## config.mk

```make
export PLATFORM = sky130hd
export DESIGN_NAME = stbs_seq
export DESIGN_NICKNAME = d
export VERILOG_FILES = /design/src/rtl/core/stbs_pkg.sv /design/src/rtl/core/stbs_seq.sv
export SDC_FILE = /design/constraint.sdc
export NUM_CORES = 1
export LEC_CHECK = 0
export ABC_AREA = 0
export BUFFER_PORTS_ARGS = -buffer_cell sky130_fd_sc_hd__buf_2
export CELL_PAD_IN_SITES_DETAIL_PLACEMENT = 2
export CELL_PAD_IN_SITES_GLOBAL_PLACEMENT = 2
export CORE_ASPECT_RATIO = 0.9
export CORE_MARGIN = 2
export CORE_UTILIZATION = 29
export DETAILED_ROUTE_END_ITERATION = 8
export HOLD_SLACK_MARGIN = 0.05
export PLACE_DENSITY_LB_ADDON = 0.1
export SLEW_MARGIN = 20
export SYNTH_ARGS = -nofsm -noshare
export SYNTH_HDL_FRONTEND = slang
export SYNTH_SLANG_ARGS = --single-unit
```

## constraint.sdc

```tcl
create_clock -name i_clk -period 5.2 [get_ports i_clk]
set_clock_uncertainty 0.05 [all_clocks]
set_input_delay 0.78 -clock i_clk [delete_from_list [all_inputs] [get_ports i_clk]]
set_output_delay 0.78 -clock i_clk [all_outputs]
set_load 0.01 [all_outputs]
```

## src/rtl/core/stbs_pkg.sv

```systemverilog
// ----------------------------------------------------------------------------
// stbs_pkg
// Shared types and constants for the sorted table binary search core.
// ----------------------------------------------------------------------------
package stbs_pkg;

    localparam int DEPTH_DEF  = 1024;
    localparam int IDX_W      = 10;
    localparam int DATA_W     = 32;
    localparam int S_TDATA_W  = 80;
    localparam int M_TDATA_W  = 16;

    typedef enum logic {
        OP_WRITE  = 1'b0,
        OP_SEARCH = 1'b1
    } t_opcode;

    typedef enum logic [2:0] {
        ST_IDLE,
        ST_ISSUE,
        ST_DECIDE,
        ST_CHECK,
        ST_DONE
    } t_state;

    typedef struct packed {
        logic start;
        logic take;
    } t_seq_ctl;

    typedef struct packed {
        logic busy;
        logic done;
    } t_seq_stat;

endpackage

```

## src/rtl/core/stbs_seq.sv

```systemverilog
// ----------------------------------------------------------------------------
// stbs_seq
// Search sequencer: range registers, one shared adder and the compare step.
// ----------------------------------------------------------------------------
module stbs_seq #(
    parameter int DEPTH = stbs_pkg::DEPTH_DEF,
    localparam int AW   = $clog2(DEPTH)
) (
    input  logic                               i_clk,
    input  logic                               i_rst_n,
    input  stbs_pkg::t_seq_ctl                 i_ctl,
    input  logic signed [stbs_pkg::DATA_W-1:0] i_key,
    input  logic signed [stbs_pkg::DATA_W-1:0] i_rdata_a,
    input  logic signed [stbs_pkg::DATA_W-1:0] i_rdata_b,
    output logic [AW-1:0]                      o_raddr_a,
    output logic [AW-1:0]                      o_raddr_b,
    output stbs_pkg::t_seq_stat                o_stat,
    output logic [AW-1:0]                      o_result
);

    localparam logic [AW-1:0] TWO  = AW'(2);
    localparam logic [AW-1:0] ONE  = AW'(1);
    localparam logic [AW-1:0] LAST = AW'(DEPTH - 1);

    stbs_pkg::t_state r_state, n_state;
    logic [AW-1:0] r_low, n_low;
    logic [AW-1:0] r_high, n_high;
    logic [AW-1:0] r_result, n_result;
    logic signed [stbs_pkg::DATA_W-1:0] r_key, n_key;

    logic [AW-1:0] diff;
    logic          step_big;
    logic [AW-1:0] addend;
    logic [AW-1:0] sum;

    // shared adder: mid during narrowing, low+1 for the final check
    assign diff     = r_high - r_low;
    assign step_big = diff > TWO;
    assign addend   = step_big ? (diff >> 1) : ONE;
    assign sum      = r_low + addend;

    assign o_raddr_a = step_big ? r_low : sum;
    assign o_raddr_b = sum;
    assign o_result  = r_result;
    assign o_stat.busy = (r_state != stbs_pkg::ST_IDLE);
    assign o_stat.done = (r_state == stbs_pkg::ST_DONE);

    always_ff @(posedge i_clk) begin
        if (!i_rst_n) begin
            r_state <= stbs_pkg::ST_IDLE;
            r_low   <= '0;
            r_high  <= LAST;
        end else begin
            r_state <= n_state;
            r_low   <= n_low;
            r_high  <= n_high;
        end
    end

    always_ff @(posedge i_clk) begin
        r_key    <= n_key;
        r_result <= n_result;
    end

    always_comb begin
        n_state  = r_state;
        n_low    = r_low;
        n_high   = r_high;
        n_key    = r_key;
        n_result = r_result;
        unique case (r_state)
            stbs_pkg::ST_IDLE: begin
                if (i_ctl.start) begin
                    n_low   = '0;
                    n_high  = LAST;
                    n_key   = i_key;
                    n_state = stbs_pkg::ST_ISSUE;
                end
            end
            stbs_pkg::ST_ISSUE: begin
                if (step_big) begin
                    n_state = stbs_pkg::ST_DECIDE;
                end else if (diff == TWO) begin
                    n_state = stbs_pkg::ST_CHECK;
                end else begin
                    n_result = r_low;
                    n_state  = stbs_pkg::ST_DONE;
                end
            end
            stbs_pkg::ST_DECIDE: begin
                if (i_rdata_a <= r_key && i_rdata_b >= r_key) begin
                    n_high = sum;
                end else begin
                    n_low  = sum;
                end
                n_state = stbs_pkg::ST_ISSUE;
            end
            stbs_pkg::ST_CHECK: begin
                n_result = (i_rdata_a == r_key) ? sum : r_low;
                n_state  = stbs_pkg::ST_DONE;
            end
            stbs_pkg::ST_DONE: begin
                if (i_ctl.take) begin
                    n_state = stbs_pkg::ST_IDLE;
                end
            end
            default: begin
                n_state = stbs_pkg::ST_IDLE;
            end
        endcase
    end

    a_range_ordered: assert property (@(posedge i_clk) disable iff (!i_rst_n)
        r_low < r_high)
        else $error("search range collapsed");

    a_high_in_table: assert property (@(posedge i_clk) disable iff (!i_rst_n)
        r_high <= LAST)
        else $error("range end beyond table");

    a_range_shrinks: assert property (@(posedge i_clk) disable iff (!i_rst_n)
        r_state == stbs_pkg::ST_DECIDE |=> (r_high - r_low) < $past(r_high - r_low))
        else $error("narrowing step did not shrink range");

    a_start_idle: assert property (@(posedge i_clk) disable iff (!i_rst_n)
        i_ctl.start |-> r_state == stbs_pkg::ST_IDLE)
        else $error("search started while busy");

    a_done_to_idle: assert property (@(posedge i_clk) disable iff (!i_rst_n)
        (r_state == stbs_pkg::ST_DONE && i_ctl.take) |=> r_state == stbs_pkg::ST_IDLE)
        else $error("result handed over but sequencer not idle");

endmodule

```

==> results of run 1 <==
per-stage QoR:
stage,setup WS (ns),hold WS (ns)
floorplan,0.0560,0.386
global placement,0.142,0.395
detailed placement,-0.171,0.408
CTS,-0.207,0.422
global route,-0.519,0.433
finish,-0.294,0.426
placed cells by master (no fill, tap or decap), types with 9 or more instances in the layout:
master	n
clkbuf_16	9
ha_1	76
edfxtp_1	42
o22a_1	10
dfxtp_1	19
nor2_1	15
o21ai_0	14
nand3_1	17
mux2_2	16
buf_2	126
a21oi_1	34
buf_4	58
inv_1	50
nand4_1	11
nand2_1	29
where the power goes:
group	internal (mW)	switching [mW]	leakage [nW]
Clock	0.425	0.258	0.157
Combinational	0.270	0.292	2.36
Sequential	0.577	0.0105	0.592
Total	1.27	0.560	3.11
registers in the layout, indices dropped and copies added (netlist names):
signal / count
o_result: 10
r_high: 10
r_key: 32
r_low: 10
r_state: 3
metal layers:
| metal | share of wire (%) | up-vias | GRT usage [%] |
|---|---|---|---|
| met3 | 4.5 | 18 | 5.13 |
| met1 | 41 | 2110 | 22.9 |
| met2 | 53 | 96 | 39.5 |
| met4 | 1.5 | 4 | 5.09 |
| li1 | - | 2102 | - |
| met5 | 0.16 | - | 0 |
final timing paths:
path                            cells past startpoint  slack, ns      endpoint       from
worst max register to register                     27       0.31   o_result[8]  r_high[0]
worst min register to register                      1       0.43     r_high[6]  r_high[6]
worst max-delay path                               25      -0.29  o_raddr_a[8]  r_high[0]
worst min-delay path                                1       0.43     r_high[6]  r_high[6]
cell type report:
cell class,count,area [sq um],share of cell area (%)
clock buffer,9,225,3.39
clock inverter,7,103,1.55
inverter,56,210,3.17
multi-input combinational,334,2980,44.8
sequential,65,1730,26.0
tap,202,253,3.81
timing repair buffer,191,1140,17.2
cell families (layout without fill, tap and decap cells):
kind of cell	Yosys count	after routing
AND/OR/NAND/NOR	111	111
flip-flops	65	65
multiplexers	20	20
XOR/XNOR	13	13
adder cells (fa/ha/maj)	84	84
AO/OA/AOI/OAI	106	106
buffers and inverters	62	263
repair_timing:
item	4_1_cts	5_1_grt
endpoints found under the setup margin	13	15
endpoints found under the hold margin	0	0
pin swaps	36	26
setup buffers	27	10
gates resized for setup	48	21
==> results_dict.tcl, run 1 <==
set metrics [dict create \
    synth_mux_area_share_pct 4.82 \
    synth_area_leaders "edfxtp_1 (27%), ha_1 (22%), dfxtp_1 (9.9%)" \
    rows 43 \
    hold_buffers 0 \
    synth_edf_count 42 \
    ys_seq_elements 65 \
    initial_core_util_pct 29.9 \
    setup_viol 10 \
    slew_violations 0 \
    grt_pass1_vias 4847 \
    chipWidth_microns 137 \
    max_freq_mhz 182 \
    slew_headroom_pct 28.7 \
    globalRouteOverflowTotal 0 \
    cp-start-kind "register" \
    violations "negative setup slack" \
    cts_tree "done" \
    dp_cells 815 \
    crit_top_cell "inv_2" \
    power_mw 1.83 \
    postSynthCellCount 461 \
    tightest_slew_ns 1.06 \
    finalCritPeriodShare_pct 106 \
    fin_crit_ns 5.49 \
    via_count 4330 \
    drv_cap 0 \
    synth_fa_ha_area_share_pct 23.0 \
    fin_area_sq_um 6640 \
    ir_drop_mv 0.165 \
    nets 841 \
    clk_latency_ns 0.35 \
    critical_path_class "register to output port" \
    vias_per_cell 5.01 \
    ys_seq_area_share_pct 37.1 \
    antenna_found_initial 2 \
    drtAntennaViolNets 0 \
    wl_per_cell_microns 20.0 \
    synth_area_sq_um 4640 \
    die_h_microns 124 \
    synth-simple-area-share_pct 12.6 \
    clockBufferDepth 2 \
    drc 0 \
    synthArstFlopShare_pct 0 \
    p_leak_nw 3.11 \
    worst_setup_path_end_kind "output port" \
    clock_sinks 65 \
    crit_path_max_fanout 3 \
    firstDrtPassIters 4 \
    cp.required_ns 4.37 \
    synth_top_family_by_area "adder cells" \
    drtIter0Drc 97 \
    hp-class "register to register" \
    antennaDiodeCount 0 \
    cts_made_buffers 9 \
    htreeDepth 3 \
    io_pins 132 \
    place_congestion 0.870 \
    ys_top_cells_by_count "ha_1 (82), inv_1 (55), edfxtp_1 (42), a21oi_1 (38), nand2_1 (29)" \
    powerDensity_nw_per_um2 276 \
    place_area_sq_um 5730 \
    status "finished, violations left" \
    fin_cells 864 \
    grt_pass1_wl_microns 26000 \
    synth_top_area_share_pct 27.2 \
    critPathBufInv 5 \
    synth.distinct_cells 50 \
    grt_max_degree 28 \
    track_usage_pct 20.7 \
    ys_warn_count 0 \
    fin_util_pct 42.7 \
    portBuffers 131 \
    clockRootBuffer "clkbuf_16" \
    fp.coreArea_sq_um 15500 \
    cpMaxStageDelayCell "fa_2" \
    synth_area_leader_cell "edfxtp_1" \
    syn_nets 645 \
    dieArea_sq_um 17000 \
    syn_area_per_cell_sq_um 10.1 \
    rsz0062_at_grt "true" \
    num-fill-cells 1693 \
    clkTransAtPathRegs_ns 0.06 \
    synthFlopType "edfxtp_1" \
    synth.most_common_cell "ha_1" \
    layout-drive-gt1-share_pct 41.8 \
    worstPathArrival_ns 4.66 \
    synth_xor_area_share_pct 2.45 \
    area_growth_pct 43.0 \
    synth_compound_area_share_pct 15.0 \
    place_hpwl_microns 12600 \
    setup_ws_ns -0.294 \
    critPathTopFamily "compound AO/OA/AOI/OAI gates" \
    hold_violations 0 \
    routed_wl_microns 17300 \
    critical-path-max-stage-delay_ns 0.38 \
    fin_setup_tns_ns -1.70 \
]
(Power assumes the default switching activity.)
==> inputs of run 2 (changes only) <==
- GPL_ROUTABILITY_DRIVEN: not set -> 1
- PLACE_DENSITY: not set -> 0.87
- PLACE_DENSITY_LB_ADDON: 0.1 -> not set
==> run 2 against run 1 <==
- the flow still finishes with violations (negative setup slack)
- first-iteration DRC count increased by 100%
- clock-buffer cell count rose by 6
- sequential cell count did not move
- sequential share of layout area down 0.27 points
- worst setup slack lost 0.11 ns
- global-route usage increased by 2.2 points
- non-clock buffer count increased by 1
- utilization rose by 0.42 points
- via count grew 4.6%
- routed wire length is 14% higher
- worst hold slack got worse by 0.00058 ns
- final cell count grew 0.23%
==> results_dict.tcl, run 2 (synthesis gave the netlist of run 1 again) <==
set metrics [dict create \
    status "finished, violations left" \
    violations "negative setup slack" \
    fin_cells 866 \
    powerDensity_nw_per_um2 270 \
    regToRegStartpoint "r_low[1]" \
    initial_core_util_pct 29.9 \
    worst_setup_path_end_kind "output port" \
    setup_viol 8 \
    power_mw 1.81 \
    finalCritPeriodShare_pct 108 \
    chipWidth_microns 137 \
    grt_pass1_wl_microns 28700 \
    crit_path_max_fanout 2 \
    cts_tree "done" \
    firstDrtPassIters 4 \
    wl_per_cell_microns 22.7 \
    most-common-layout-cells "buf_2 (118), ha_1 (77), buf_4 (53)" \
    hold_depth 1 \
    dieArea_sq_um 17000 \
    grt_max_degree 26 \
    min_to "r_high[0]" \
    fp.coreArea_sq_um 15500 \
    ir_drop_mv 0.175 \
    cp-start-kind "register" \
    routed_wl_microns 19700 \
    die_h_microns 124 \
    worstPathArrival_ns 4.78 \
    r2r-end "o_result[9]" \
    fin_area_sq_um 6700 \
    hp-class "register to register" \
    fin_util_pct 43.1 \
    critical_path_class "register to output port" \
    clkTransAtPathRegs_ns 0.06 \
    track_usage_pct 22.9 \
    fin_crit_ns 5.61 \
    clk_latency_ns 0.35 \
    largest_reg_flops 32 \
    area_growth_pct 44.4 \
    vias_per_cell 5.23 \
    critPathLaunch "r_low[1]" \
    grt_pass1_vias 5263 \
    setup_ws_ns -0.406 \
    hold_buffers 0 \
    rows 43 \
    rsz0062_at_grt "true" \
    place_hpwl_microns 13200 \
    rrSetupSlack_ns 0.35 \
    portBuffers 131 \
    antenna_found_initial 1 \
    max_freq_mhz 178 \
    via_count 4530 \
    nets 842 \
    io_pins 132 \
    holdWs_ns 0.425 \
    clockBufferDepth 2 \
    tightest_slew_ns 0.720 \
    drc 0 \
    largest-register "r_key" \
    hold_violations 0 \
    slew_violations 0 \
    cp.required_ns 4.37 \
    htreeDepth 3 \
    layout-drive-gt1-share_pct 41.2 \
    drtIter0Drc 197 \
    place_congestion 0.841 \
    drtAntennaViolNets 0 \
    drv_cap 0 \
    hp-start "r_high[0]" \
    p_leak_nw 3.13 \
    slew_headroom_pct 51.7 \
    r2r_cells 23 \
    place_area_sq_um 5670 \
    cts_made_buffers 9 \
    dp_cells 807 \
    globalRouteOverflowTotal 0 \
    clockRootBuffer "clkbuf_16" \
    clock_sinks 65 \
    final_common_cell "buf_2" \
]
## run 2: worst max path at each step
stage | endpoint | slack, ns | cells past startpoint
after floorplan | o_raddr_a[9] | 0.06 | 20
after global placement | o_raddr_a[8] | 0.08 | 24
after detailed placement | o_raddr_a[9] | -0.20 | 22
after CTS | o_raddr_a[8] | -0.22 | 24
after global routing | o_raddr_a[9] | -0.58 | 26
final | o_raddr_a[9] | -0.41 | 22
## run 2: layout make-up
type	instances	area, sq um
fill	1650	8840
multi-input combinational	334	2970
sequential	65	1730
timing repair buffer	192	1220
clock buffer	15	310
tap	202	253
inverter	56	210
clock inverter	1	3.75
antenna	1	2.50
## run 2: power by group
group / switching (mW) / total [mW] / internal [mW]
logic: 0.307 / 0.579 / 0.272
registers: 0.0114 / 0.588 / 0.577
clock network: 0.237 / 0.643 / 0.406
total: 0.556 / 1.81 / 1.26
## run 2: what timing repair did
action                     in CTS  in global routing
buffers inserted               41                 14
pin swaps                      32                 27
gates resized for setup        55                 31
setup endpoints to repair      12                 20
gates cloned                    1                  0
## run 2: stage by stage
stage               setup slack [ns]  TNS, ns
floorplan                     0.0560        0
global placement              0.0756        0
detailed placement            -0.197   -0.624
CTS                           -0.225    -1.15
global route                  -0.581    -3.68
finish                        -0.406    -1.97
## run 2: worst max-delay path, stage by stage, from the launching register on
cell,delay [ns]
dfxtp_2,0.34
inv_2,0.05
ha_4,0.21
nor2b_4,0.13
o21ai_2,0.17
a21boi_2,0.10
o31a_1,0.28
a311o_1,0.39
a21oi_2,0.22
xnor2_2,0.19
nor3_2,0.10
nand2b_4,0.16
ha_4,0.18
a21o_1,0.19
a21oi_2,0.20
o21bai_2,0.10
a2111oi_2,0.39
buf_4,0.20
o31ai_4,0.08
a21oi_2,0.19
xnor2_2,0.11
mux2_4,0.30
buf_6,0.13
## run 2: per-layer routing
metal	up-vias	wire, microns	track usage (%)
li1	2097	-	-
met2	155	10600	43.8
met5	-	0	0
met1	2225	7300	23.3
met3	53	1020	5.45
met4	0	742	10.7
==> inputs of run 3 (changes only) <==
- CORE_UTILIZATION: 29 -> 35
- CTS_CLUSTER_DIAMETER: not set -> 120
- PLACE_DENSITY: 0.87 -> 0.95
- clock period: 5.2 -> 6.76 ns (I/O delays scaled with it)
==> run 3 against run 2 <==
- the flow now finishes without violations
- first-iteration DRC count up 6.1%
- combinational power down 43%
- register-to-register slack improved by 1.3 ns
- cell area down 13%
- non-clock buffer count down 60
- die area shrank 17%
- sequential share of layout area rose by 3.8 points
- largest cell class unchanged
- clock power shrank 22%
- via count fell by 5.3%
- global-route usage is 2.7 points higher
- sequential cell count unchanged
- sequential power shrank 23%
==> results_dict.tcl, run 3 (synthesis gave the netlist of run 1 again) <==
set metrics [dict create \
    place_area_sq_um 5490 \
    cts_tree "done" \
    die_h_microns 113 \
    chipWidth_microns 125 \
    hold_violations 0 \
    layout-drive-gt1-share_pct 29.2 \
    rsz0062_at_grt "false" \
    grt_max_degree 27 \
    drtIter0Drc 209 \
    clkTransAtPathRegs_ns 0.06 \
    area_growth_pct 25.5 \
    initial_core_util_pct 36.2 \
    powerDensity_nw_per_um2 221 \
    clock_sinks 65 \
    dieArea_sq_um 14200 \
    cts_resized 0 \
    most-common-layout-cells "buf_2 (131), ha_1 (82), inv_1 (55)" \
    critical-path-max-stage-delay_ns 0.43 \
    critical_path.cell_chain "inv_1 -> ha_1 -> nor2b_1 -> o21ai_2 -> a21boi_1 -> o31a_1 -> a311o_1 -> a21oi_2 -> xnor2_1 -> nor3_2 -> nand2b_1 -> ha_1 -> a21o_1 -> a21oi_1 -> o21bai_1 -> a2111oi_2 -> o31ai_1 -> a21oi_1 -> xnor2_1 -> mux2_2 -> buf_2" \
    clockRootBuffer "clkbuf_16" \
    setup_ws_ns 0.438 \
    io_pins 132 \
    clockBufferDepth 2 \
    cpMaxStageDelayCell "a2111oi_2" \
    antenna_found_initial 0 \
    drv_cap 0 \
    grt_pass1_vias 4987 \
    worst_setup_path_end_kind "output port" \
    hp-class "register to register" \
    largest-register "r_key" \
    critical_path_class "register to output port" \
    final_common_cell "buf_2" \
    hold_depth 1 \
    fin_crit_ns 6.32 \
    hp-start "r_high[6]" \
    r2r_cells 20 \
    firstDrtPassIters 4 \
    fp.coreArea_sq_um 12800 \
    ir_drop_mv 0.119 \
    globalRouteOverflowTotal 0 \
    hold_buffers 0 \
    portBuffers 131 \
    post_cts_buffers 0 \
    max_freq_mhz 158 \
    finalCritPeriodShare_pct 93.5 \
    place_hpwl_microns 13500 \
    drtAntennaViolNets 0 \
    fin_setup_tns_ns 0 \
    htreeDepth 3 \
    cts_made_buffers 9 \
    slew_headroom_pct 28.3 \
    cp.required_ns 5.70 \
    post-place-ws_ns 0.604 \
    critPathLaunch "r_low[1]" \
    via_count 4291 \
    fin_util_pct 45.4 \
    nets 782 \
    worstPathArrival_ns 5.26 \
    antennaDiodeCount 0 \
    fin_area_sq_um 5830 \
    slew_violations 0 \
    track_usage_pct 25.6 \
    wl_per_cell_microns 23.3 \
    cp-start-kind "register" \
    clk_latency_ns 0.35 \
    vias_per_cell 5.59 \
    routed_wl_microns 17900 \
    place_congestion 0.847 \
    status "finished clean" \
    largest_reg_flops 32 \
    tightest_slew_ns 1.07 \
    p_leak_nw 2.75 \
    setup_viol 0 \
    grt_pass1_wl_microns 27700 \
    rows 39 \
    crit_path_max_fanout 5 \
    regToRegStartpoint "r_low[1]" \
    drc 0 \
]
-- run 3: cell count changes in the layout (fill, tap and decap cells not counted), sizes merged --
| cell | previous run | this run |
|---|---|---|
| clkinv | 2 | 4 |
| clkbuf | 15 | 12 |
| bufinv | 0 | 1 |
| buf | 192 | 132 |
| diode | 1 | 0 |
-- run 3: critical path, delay by kind of cell, from the launching register on --
family	cells	cell delay, ns
AOI/OAI and AO/OA	11	2.48
xor gates and xnor gates	2	0.53
adders and majority gates	2	0.52
buffers and inverters	2	0.28
DFF	1	0.42
muxes	1	0.23
and+or+nand+nor	3	0.45
-- run 3: cell type report --
cell class                 count  area (sq um)
fill                        1379          7010
timing repair buffer         132           663
multi-input combinational    334          2710
clock buffer                  12           268
clock inverter                 4          48.8
tap                          164           205
inverter                      56           210
sequential                    65          1720
-- run 3: power by group --
part           internal, mW  switching [mW]  leakage (nW)
Combinational         0.129           0.200          2.00
Sequential            0.444          0.0103         0.592
Clock                 0.317           0.185         0.158
Total                 0.890           0.395          2.75
-- run 3: worst paths after layout --
kind	slack [ns]	end
setup / recovery	0.44	o_raddr_a[9]
setup reg to reg	1.68	o_result[9]
hold / removal	0.42	r_high[6]
hold reg to reg	0.42	r_high[6]
-- run 3: routing by layer --
layer	routed length [microns]	track usage (%)	up-vias	part of all wire, %
li1	-	-	1984	-
met2	9750	50.6	131	54
met1	6850	26.3	2139	38
met3	820	6.38	37	4.6
met4	475	8.22	0	2.7
met5	0	0	-	0
-- run 3: per-stage QoR --
step                      power [mW]  instances  hold slack [ns]
after floorplan                0.641        461            0.386
after global placement         0.742        751            0.397
after detailed placement       0.776        751            0.414
after CTS                       1.29        767            0.430
after global routing            1.34        767            0.443
final                           1.29        767            0.424
